==> src/ddm_pkg.sv <==
// Shared constants and digit helpers for the decimal digit multiplier.
// Used by the multiply cell, the carry cell and the top level; no dependencies.
package ddm_pkg;

    // Default operand length in decimal digits
    localparam int DIGITS_DEF = 5;
    // Bits per packed BCD digit
    localparam int DIGIT_W = 4;
    // Bits of a carry-save carry digit in the multiply row (values 0..2)
    localparam int CARRY_W = 2;

    // Clamp a nibble that is not a decimal digit to nine
    function automatic logic [DIGIT_W-1:0] sat_digit(input logic [DIGIT_W-1:0] d);
        logic [DIGIT_W-1:0] res;
        res = (d > 4'd9) ? 4'd9 : d;
        return res;
    endfunction

    // Split a digit product (0..81) into tens and units: {tens, units}
    // Tens by reciprocal multiply: p * 205 / 2048 is exact for p below 1024.
    function automatic logic [2*DIGIT_W-1:0] split_prod(input logic [6:0] p);
        logic [14:0]        prod;
        logic [DIGIT_W-1:0] hi;
        logic [6:0]         tens;
        logic [DIGIT_W-1:0] lo;
        prod = 15'(p) * 15'd205;
        hi   = prod[14:11];
        tens = 7'(hi) * 7'd10;
        lo   = 4'(p - tens);
        return {hi, lo};
    endfunction

endpackage

==> src/ddm_mul_cell.sv <==
// Multiply cell: adds multiplicand times one multiplier digit into a
// carry-save decimal accumulator. Depends on ddm_pkg.
module ddm_mul_cell #(
    parameter int DIGITS = ddm_pkg::DIGITS_DEF
) (
    input  logic                                       i_clk,
    input  logic                                       i_rst_n,
    input  logic                                       i_en,
    input  logic                                       i_valid,
    input  logic [2*DIGITS*ddm_pkg::DIGIT_W-1:0]       i_a,
    input  logic [DIGITS*ddm_pkg::DIGIT_W-1:0]         i_b,
    input  logic [2*DIGITS*ddm_pkg::DIGIT_W-1:0]       i_s,
    input  logic [2*DIGITS*ddm_pkg::CARRY_W-1:0]       i_c,
    output logic                                       o_valid,
    output logic [2*DIGITS*ddm_pkg::DIGIT_W-1:0]       o_a,
    output logic [DIGITS*ddm_pkg::DIGIT_W-1:0]         o_b,
    output logic [2*DIGITS*ddm_pkg::DIGIT_W-1:0]       o_s,
    output logic [2*DIGITS*ddm_pkg::CARRY_W-1:0]       o_c
);

    localparam int NPOS = 2 * DIGITS;
    localparam int DW   = ddm_pkg::DIGIT_W;
    localparam int CW   = ddm_pkg::CARRY_W;

    logic                 r_valid;
    logic [NPOS*DW-1:0]   r_a;
    logic [DIGITS*DW-1:0] r_b;
    logic [NPOS*DW-1:0]   r_s;
    logic [NPOS*CW-1:0]   r_c;
    logic [NPOS*DW-1:0]   n_s;
    logic [NPOS*CW-1:0]   n_c;
    logic [NPOS*DW-1:0]   w_lo;
    logic [NPOS*DW-1:0]   w_hi;

    // Form each digit product and split it into units and tens
    always_comb begin
        logic [6:0]      p;
        logic [2*DW-1:0] hl;
        for (int i = 0; i < NPOS; i++) begin
            p  = 7'(i_a[i*DW +: DW]) * 7'(i_b[DW-1:0]);
            hl = ddm_pkg::split_prod(p);
            w_lo[i*DW +: DW] = hl[DW-1:0];
            w_hi[i*DW +: DW] = hl[2*DW-1:DW];
        end
    end

    // Add per position without ripple: units here, tens and old carry from below
    always_comb begin
        logic [4:0] t;
        for (int i = 0; i < NPOS; i++) begin
            t = 5'(i_s[i*DW +: DW]) + 5'(w_lo[i*DW +: DW]);
            if (i > 0) begin
                t = t + 5'(i_c[(i-1)*CW +: CW]) + 5'(w_hi[(i-1)*DW +: DW]);
            end
            if (t >= 5'd20) begin
                n_s[i*DW +: DW] = 4'(t - 5'd20);
                n_c[i*CW +: CW] = 2'd2;
            end else if (t >= 5'd10) begin
                n_s[i*DW +: DW] = 4'(t - 5'd10);
                n_c[i*CW +: CW] = 2'd1;
            end else begin
                n_s[i*DW +: DW] = 4'(t);
                n_c[i*CW +: CW] = 2'd0;
            end
        end
    end

    // Advance valid under reset control
    always_ff @(posedge i_clk) begin
        if (!i_rst_n) begin
            r_valid <= 1'b0;
        end else if (i_en) begin
            r_valid <= i_valid;
        end
    end

    // Advance payload: multiplicand moves up a digit, multiplier down a digit
    always_ff @(posedge i_clk) begin
        if (i_en) begin
            r_a <= i_a << DW;
            r_b <= i_b >> DW;
            r_s <= n_s;
            r_c <= n_c;
        end
    end

    assign o_valid = r_valid;
    assign o_a     = r_a;
    assign o_b     = r_b;
    assign o_s     = r_s;
    assign o_c     = r_c;

endmodule

==> src/ddm_res_cell.sv <==
// Carry cell: settles one digit of the carry-save sum and hands the carry on.
// Depends on ddm_pkg.
module ddm_res_cell #(
    parameter int DIGITS = ddm_pkg::DIGITS_DEF
) (
    input  logic                                       i_clk,
    input  logic                                       i_rst_n,
    input  logic                                       i_en,
    input  logic                                       i_valid,
    input  logic [2*DIGITS*ddm_pkg::DIGIT_W-1:0]       i_s,
    input  logic [2*DIGITS*ddm_pkg::CARRY_W-1:0]       i_c,
    input  logic [1:0]                                 i_r,
    input  logic [2*DIGITS*ddm_pkg::DIGIT_W-1:0]       i_p,
    output logic                                       o_valid,
    output logic [2*DIGITS*ddm_pkg::DIGIT_W-1:0]       o_s,
    output logic [2*DIGITS*ddm_pkg::CARRY_W-1:0]       o_c,
    output logic [1:0]                                 o_r,
    output logic [2*DIGITS*ddm_pkg::DIGIT_W-1:0]       o_p
);

    localparam int NPOS = 2 * DIGITS;
    localparam int DW   = ddm_pkg::DIGIT_W;
    localparam int CW   = ddm_pkg::CARRY_W;

    logic               r_valid;
    logic [NPOS*DW-1:0] r_s;
    logic [NPOS*CW-1:0] r_c;
    logic [1:0]         r_r;
    logic [NPOS*DW-1:0] r_p;
    logic [DW-1:0]      n_digit;
    logic [1:0]         n_r;

    // Settle the lowest pending digit; its carry plus the stored carry go up
    always_comb begin
        logic [DW-1:0] t;
        t = i_s[DW-1:0] + 4'(i_r);
        if (t >= 4'd10) begin
            n_digit = t - 4'd10;
            n_r     = 2'd1 + i_c[CW-1:0];
        end else begin
            n_digit = t;
            n_r     = i_c[CW-1:0];
        end
    end

    // Advance valid under reset control
    always_ff @(posedge i_clk) begin
        if (!i_rst_n) begin
            r_valid <= 1'b0;
        end else if (i_en) begin
            r_valid <= i_valid;
        end
    end

    // Shift the pending digits down and the finished digit in from the top
    always_ff @(posedge i_clk) begin
        if (i_en) begin
            r_s <= i_s >> DW;
            r_c <= i_c >> CW;
            r_r <= n_r;
            r_p <= {n_digit, i_p[NPOS*DW-1:DW]};
        end
    end

    assign o_valid = r_valid;
    assign o_s     = r_s;
    assign o_c     = r_c;
    assign o_r     = r_r;
    assign o_p     = r_p;

endmodule

==> src/decimal_digit_multiplier_unit.sv <==
// Top level of the packed BCD multiplier: a row of multiply cells then a row
// of carry cells. Depends on ddm_pkg, ddm_mul_cell and ddm_res_cell.
//
// Multiplies two unsigned DIGITS-digit packed BCD numbers and returns the
// exact 2*DIGITS-digit packed BCD product. Nibbles above nine are taken as
// nine. The block is a pipeline of DIGITS multiply cells (one multiplier digit
// each, carry-save decimal accumulation) followed by 2*DIGITS carry cells (one
// product digit settled each), and every cell registers its outputs. A new
// transaction is accepted every cycle; the whole row holds only while a
// finished result waits at the output and the output side is not ready.
module decimal_digit_multiplier_unit #(
    parameter int DIGITS = ddm_pkg::DIGITS_DEF
) (
    input  logic                                   i_clk,
    input  logic                                   i_rst_n,
    input  logic                                   i_in_valid,
    output logic                                   o_in_ready,
    input  logic [DIGITS*ddm_pkg::DIGIT_W-1:0]     i_multiplicand_bcd,
    input  logic [DIGITS*ddm_pkg::DIGIT_W-1:0]     i_multiplier_bcd,
    output logic                                   o_out_valid,
    input  logic                                   i_out_ready,
    output logic [2*DIGITS*ddm_pkg::DIGIT_W-1:0]   o_product_bcd
);

    localparam int NPOS = 2 * DIGITS;
    localparam int DW   = ddm_pkg::DIGIT_W;
    localparam int CW   = ddm_pkg::CARRY_W;

    logic                 w_en;
    logic [NPOS*DW-1:0]   w_a0;
    logic [DIGITS*DW-1:0] w_b0;

    // Multiply row links
    logic                 m_valid [0:DIGITS];
    logic [NPOS*DW-1:0]   m_a     [0:DIGITS];
    logic [DIGITS*DW-1:0] m_b     [0:DIGITS];
    logic [NPOS*DW-1:0]   m_s     [0:DIGITS];
    logic [NPOS*CW-1:0]   m_c     [0:DIGITS];

    // Carry row links
    logic                 c_valid [0:NPOS];
    logic [NPOS*DW-1:0]   c_s     [0:NPOS];
    logic [NPOS*CW-1:0]   c_c     [0:NPOS];
    logic [1:0]           c_r     [0:NPOS];
    logic [NPOS*DW-1:0]   c_p     [0:NPOS];

    // Hold the whole row only when a result is waiting and not taken
    assign w_en       = !c_valid[NPOS] || i_out_ready;
    assign o_in_ready = w_en;

    // Clamp operand digits; multiplicand is widened to the product length
    always_comb begin
        w_a0 = '0;
        for (int i = 0; i < DIGITS; i++) begin
            w_a0[i*DW +: DW] = ddm_pkg::sat_digit(i_multiplicand_bcd[i*DW +: DW]);
            w_b0[i*DW +: DW] = ddm_pkg::sat_digit(i_multiplier_bcd[i*DW +: DW]);
        end
    end

    assign m_valid[0] = i_in_valid;
    assign m_a[0]     = w_a0;
    assign m_b[0]     = w_b0;
    assign m_s[0]     = '0;
    assign m_c[0]     = '0;

    // One multiply cell per multiplier digit
    for (genvar k = 0; k < DIGITS; k++) begin : g_mul
        ddm_mul_cell #(
            .DIGITS (DIGITS)
        ) u_cell (
            .i_clk   (i_clk),
            .i_rst_n (i_rst_n),
            .i_en    (w_en),
            .i_valid (m_valid[k]),
            .i_a     (m_a[k]),
            .i_b     (m_b[k]),
            .i_s     (m_s[k]),
            .i_c     (m_c[k]),
            .o_valid (m_valid[k+1]),
            .o_a     (m_a[k+1]),
            .o_b     (m_b[k+1]),
            .o_s     (m_s[k+1]),
            .o_c     (m_c[k+1])
        );
    end

    assign c_valid[0] = m_valid[DIGITS];
    assign c_s[0]     = m_s[DIGITS];
    assign c_c[0]     = m_c[DIGITS];
    assign c_r[0]     = 2'd0;
    assign c_p[0]     = '0;

    // One carry cell per product digit
    for (genvar j = 0; j < NPOS; j++) begin : g_res
        ddm_res_cell #(
            .DIGITS (DIGITS)
        ) u_cell (
            .i_clk   (i_clk),
            .i_rst_n (i_rst_n),
            .i_en    (w_en),
            .i_valid (c_valid[j]),
            .i_s     (c_s[j]),
            .i_c     (c_c[j]),
            .i_r     (c_r[j]),
            .i_p     (c_p[j]),
            .o_valid (c_valid[j+1]),
            .o_s     (c_s[j+1]),
            .o_c     (c_c[j+1]),
            .o_r     (c_r[j+1]),
            .o_p     (c_p[j+1])
        );
    end

    assign o_out_valid   = c_valid[NPOS];
    assign o_product_bcd = c_p[NPOS];

endmodule
==> config.mk <==
export PLATFORM = sky130hd
export DESIGN_NAME = decimal_digit_multiplier_unit
export DESIGN_NICKNAME = d
export VERILOG_FILES = /design/src/ddm_pkg.sv /design/src/ddm_mul_cell.sv /design/src/ddm_res_cell.sv /design/src/decimal_digit_multiplier_unit.sv
export SDC_FILE = /design/constraint.sdc
export NUM_CORES = 2
export LEC_CHECK = 0
export ABC_AREA = 1
export ABC_CLOCK_PERIOD_IN_PS = 73500
export BUFFER_PORTS_ARGS = -buffer_cell sky130_fd_sc_hd__buf_2
export CAP_MARGIN = 20
export CORE_MARGIN = 4
export CORE_UTILIZATION = 40
export CTS_CLUSTER_DIAMETER = 120
export DETAILED_ROUTE_END_ITERATION = 10
export PLACE_DENSITY_LB_ADDON = 0.1
export SLEW_MARGIN = 20
export SYNTH_ARGS = -nofsm -noshare
export SYNTH_HDL_FRONTEND = slang
export SYNTH_SLANG_ARGS = --single-unit
==> constraint.sdc <==
create_clock -name i_clk -period 73.5 [get_ports i_clk]
set_clock_uncertainty 0.1 [all_clocks]
set_input_delay 3.675 -clock i_clk [delete_from_list [all_inputs] [get_ports i_clk]]
set_output_delay 3.675 -clock i_clk [all_outputs]
set_load 0.01 [all_outputs]
==> flow_summary_export.csv <==
group,metric,value,unit
yosys,yosys.area_share.xor_xnor,4.68,%
yosys,synth-main-ff-cell,"edfxtp_1",
clock_tree,path_clk_slew,0.06,ns
setup_path,critPathLaunchType,"input port",
status,outcome,"finished clean",
yosys,avgSynthCellArea,10.0,µm²
grt,grt_pass1_wl,229000,µm
clock_tree,htreeDepth,3,
grt,grt_max_degree,114,
clock_tree,root_buffer,"clkbuf_16",
setup_path,worst-setup-path-type,"in2reg",
sta,fin_setup_tns,0,ns
drt,detail_route.vias_per_cell,4.58,
yosys,synth_compound_area_share,4.08,%
setup_path,critPathMaxFanout,16,
yosys,yosys.area_share.adder,36.3,%
sta,rsz0062_at_grt,"no",
yosys,muxShareOfSynthArea,0.0136,%
floorplan,core_region_area,183000,µm²
min_path,hold_class,"reg2reg",
clock_tree,cts.repair.resized,0,
sta,tightest_slew,1.01,ns
job,max_cap_violations,0,
sta,fin_crit_sh,16.4,%
place,port_buffers,85,
drt,wl_per_cell,13.5,µm
setup_path,crit_slowest_cell,"fa_1",
sta,hold_viol,0,
clock_tree,cts.sinks,857,
floorplan,die_w,437,µm
drt,drc_errors,0,
sta,period_minus_slack,12.09,ns
drt,drt-total-wl,135000,µm
layout,drive_above_1_share,5.13,%
yosys,async_flop_share,0,%
yosys,post_synth_and_or_nand_nor_area_fraction,10.9,%
yosys,yosys_register_bits,857,
floorplan,fp.dieH,437,µm
setup_path,critPathCaptureType,"register",
grt,track_usage,14.5,%
setup_path,cp_top_family,"adder cells",
layout,nets,9348,
setup_path,critPathBufInv,12,
layout,area_delta_synth_final,8.95,%
drt,vias,45800,
yosys,synth_area,73500,µm²
grt,antenna_found_initial,0,
place,routabilityCongestion,0.809,
yosys,seq_area_frac_synth,34.8,%
floorplan,rows,157,
sta,setup_viol,0,
sta,max_freq,0.0827,GHz
yosys,synth_top_family_by_area,"adder cells",
yosys,yosysWarnings,0,
setup_path,slowest_delay,0.53,ns
floorplan,start_util,40.2,%
drt,drt_iter0_markers,1702,
drt,firstDrtPassIters,4,
yosys,synth_cell_types,48,
grt,grt_overflow,0,
yosys,synthCells,7318,
yosys,synth-edff-count,842,
floorplan,io_pins,86,
place,dp_hpwl,110000,µm
clock_tree,insertion_delay,0.73,ns
floorplan,die_area,191000,µm²
clock_tree,tritoncts,"built",
sta,slew_viol_final,0,
clock_tree,postCtsSetupBuffers,0,
yosys,synth_fp_nets,9221,
clock_tree,postCtsHoldBufs,0,
setup_path,critPathRequiredTime,73.88,ns
clock_tree,cts_buffer_depth,3,
sta,slew_headroom,32.4,%
clock_tree,cts_buffers,101,
grt,grt_pass1_vias,46800,
drt,detail-route-antenna-nets,0,
setup_path,cp_common_cell,"nand2_1",
setup_path,cp_data_arrival_time,12.47,ns
-- final cells by class --
class	instances	area (µm²)
Fill cell	17400	103000
Multi-Input combinational cell	4688	41100
Sequential cell	857	25600
Inverter	1685	6330
Tap cell	2464	3080
Clock buffer	116	2580
Clock inverter	71	754
Timing Repair Buffer	112	644
Antenna cell	2	5.00
-- state kept, by name, indices dropped and copies added (netlist names) --
signal	count
g_res.u_cell.o_p	220
g_res.u_cell.o_valid	10
g_res.u_cell.o_s	180
g_mul.u_cell.o_s	160
g_res.u_cell.o_c	72
g_mul.u_cell.o_b	40
g_mul.u_cell.o_valid	5
g_mul.u_cell.o_c	72
g_mul.u_cell.o_a	80
g_res.u_cell.o_r	18
-- worst paths after layout --
check	startpoint	to	slack [ns]	depth (start not counted)
setup reg to reg	g_mul[2].u_cell.o_a[28]	g_mul[3].u_cell.o_s[31]	63.77	39
hold / removal	g_mul[4].u_cell.o_c[5]	g_res[0].u_cell.o_c[3]	0.29	0
setup / recovery	i_multiplier_bcd[3]	g_mul[0].u_cell.o_s[6]	61.41	46
hold reg to reg	g_mul[4].u_cell.o_c[5]	g_res[0].u_cell.o_c[3]	0.29	0
-- metrics by stage --
stage | utilization [%] | hold slack [ns] | setup WS [ns] | instances | instance area [µm²]
6_report | 43.8 | 0.288 | 61.41 | 9995 | 80100
5_1_grt | 43.8 | 0.293 | 60.62 | 9993 | 80000
4_1_cts | 43.8 | 0.280 | 61.47 | 9993 | 80000
3_5_place_dp | 41.9 | 0.305 | 60.63 | 9806 | 76700
3_3_place_gp | 41.9 | 0.300 | 60.74 | 9806 | 76700
2_1_floorplan | - | 0.300 | 42.95 | 7318 | 73500
-- cell usage in the layout (no fill, tap or decap), types with 25 or more instances in the layout --
cell type / count
nand2_2: 28
fa_1: 451
a21oi_1: 215
nand2_1: 1211
buf_4: 25
nor2_1: 264
a21o_1: 29
buf_2: 85
or2_2: 49
xor2_1: 219
inv_1: 1670
nand4_1: 30
ha_1: 1408
o21ai_1: 25
nand3b_1: 30
edfxtp_1: 842
o21ai_0: 170
clkbuf_16: 101
xnor2_1: 168
nand3_1: 260
-- synth_stat cells, types with 30 or more instances --
master | n | area, µm²
inv_1 | 1671 | 6270
ha_1 | 1408 | 17600
nand2_1 | 1211 | 4550
edfxtp_1 | 842 | 25300
fa_1 | 451 | 9030
nor2_1 | 264 | 991
nand3_1 | 260 | 1300
xor2_1 | 219 | 1920
a21oi_1 | 215 | 1080
o21ai_0 | 170 | 851
xnor2_1 | 168 | 1470
or2_2 | 49 | 307
clkbuf_1 | 44 | 165
buf_4 | 43 | 323
nand3b_1 | 30 | 225
nand4_1 | 30 | 188
-- worst reg2reg max path: cells and delay by family (launching register included) --
kind	cells	cell delay [ns]
fa+ha+maj	13	5.23
simple gates	8	0.79
compound gates	4	0.76
flops	1	0.70
buf+inv	8	0.61
xor+xnor	6	1.31
-- per-layer routing --
layer | wire length [µm] | vias to the layer above | global-route usage, %
li1 | - | 23900 | -
met1 | 62200 | 21400 | 18.7
met2 | 66200 | 360 | 25.6
met3 | 3260 | 154 | 1.62
met4 | 3390 | 0 | 4.14
met5 | 0 | - | 0
-- cell families (layout without fill, tap and decap cells) --
| family | count (synthesis) | after routing |
|---|---|---|
| xor gates and xnor gates | 390 | 390 |
| DFF | 857 | 857 |
| buffers and inverters | 1773 | 1984 |
| muxes | 1 | 1 |
| adders and majority gates | 1859 | 1859 |
| and+or+nand+nor | 1905 | 1905 |
| AOI/OAI and AO/OA | 533 | 533 |
| other | 0 | 2 |
Power is left out: the tool's default activity adds up to more than one toggle a clock period on the data nets, which glitch-free logic cannot reach.
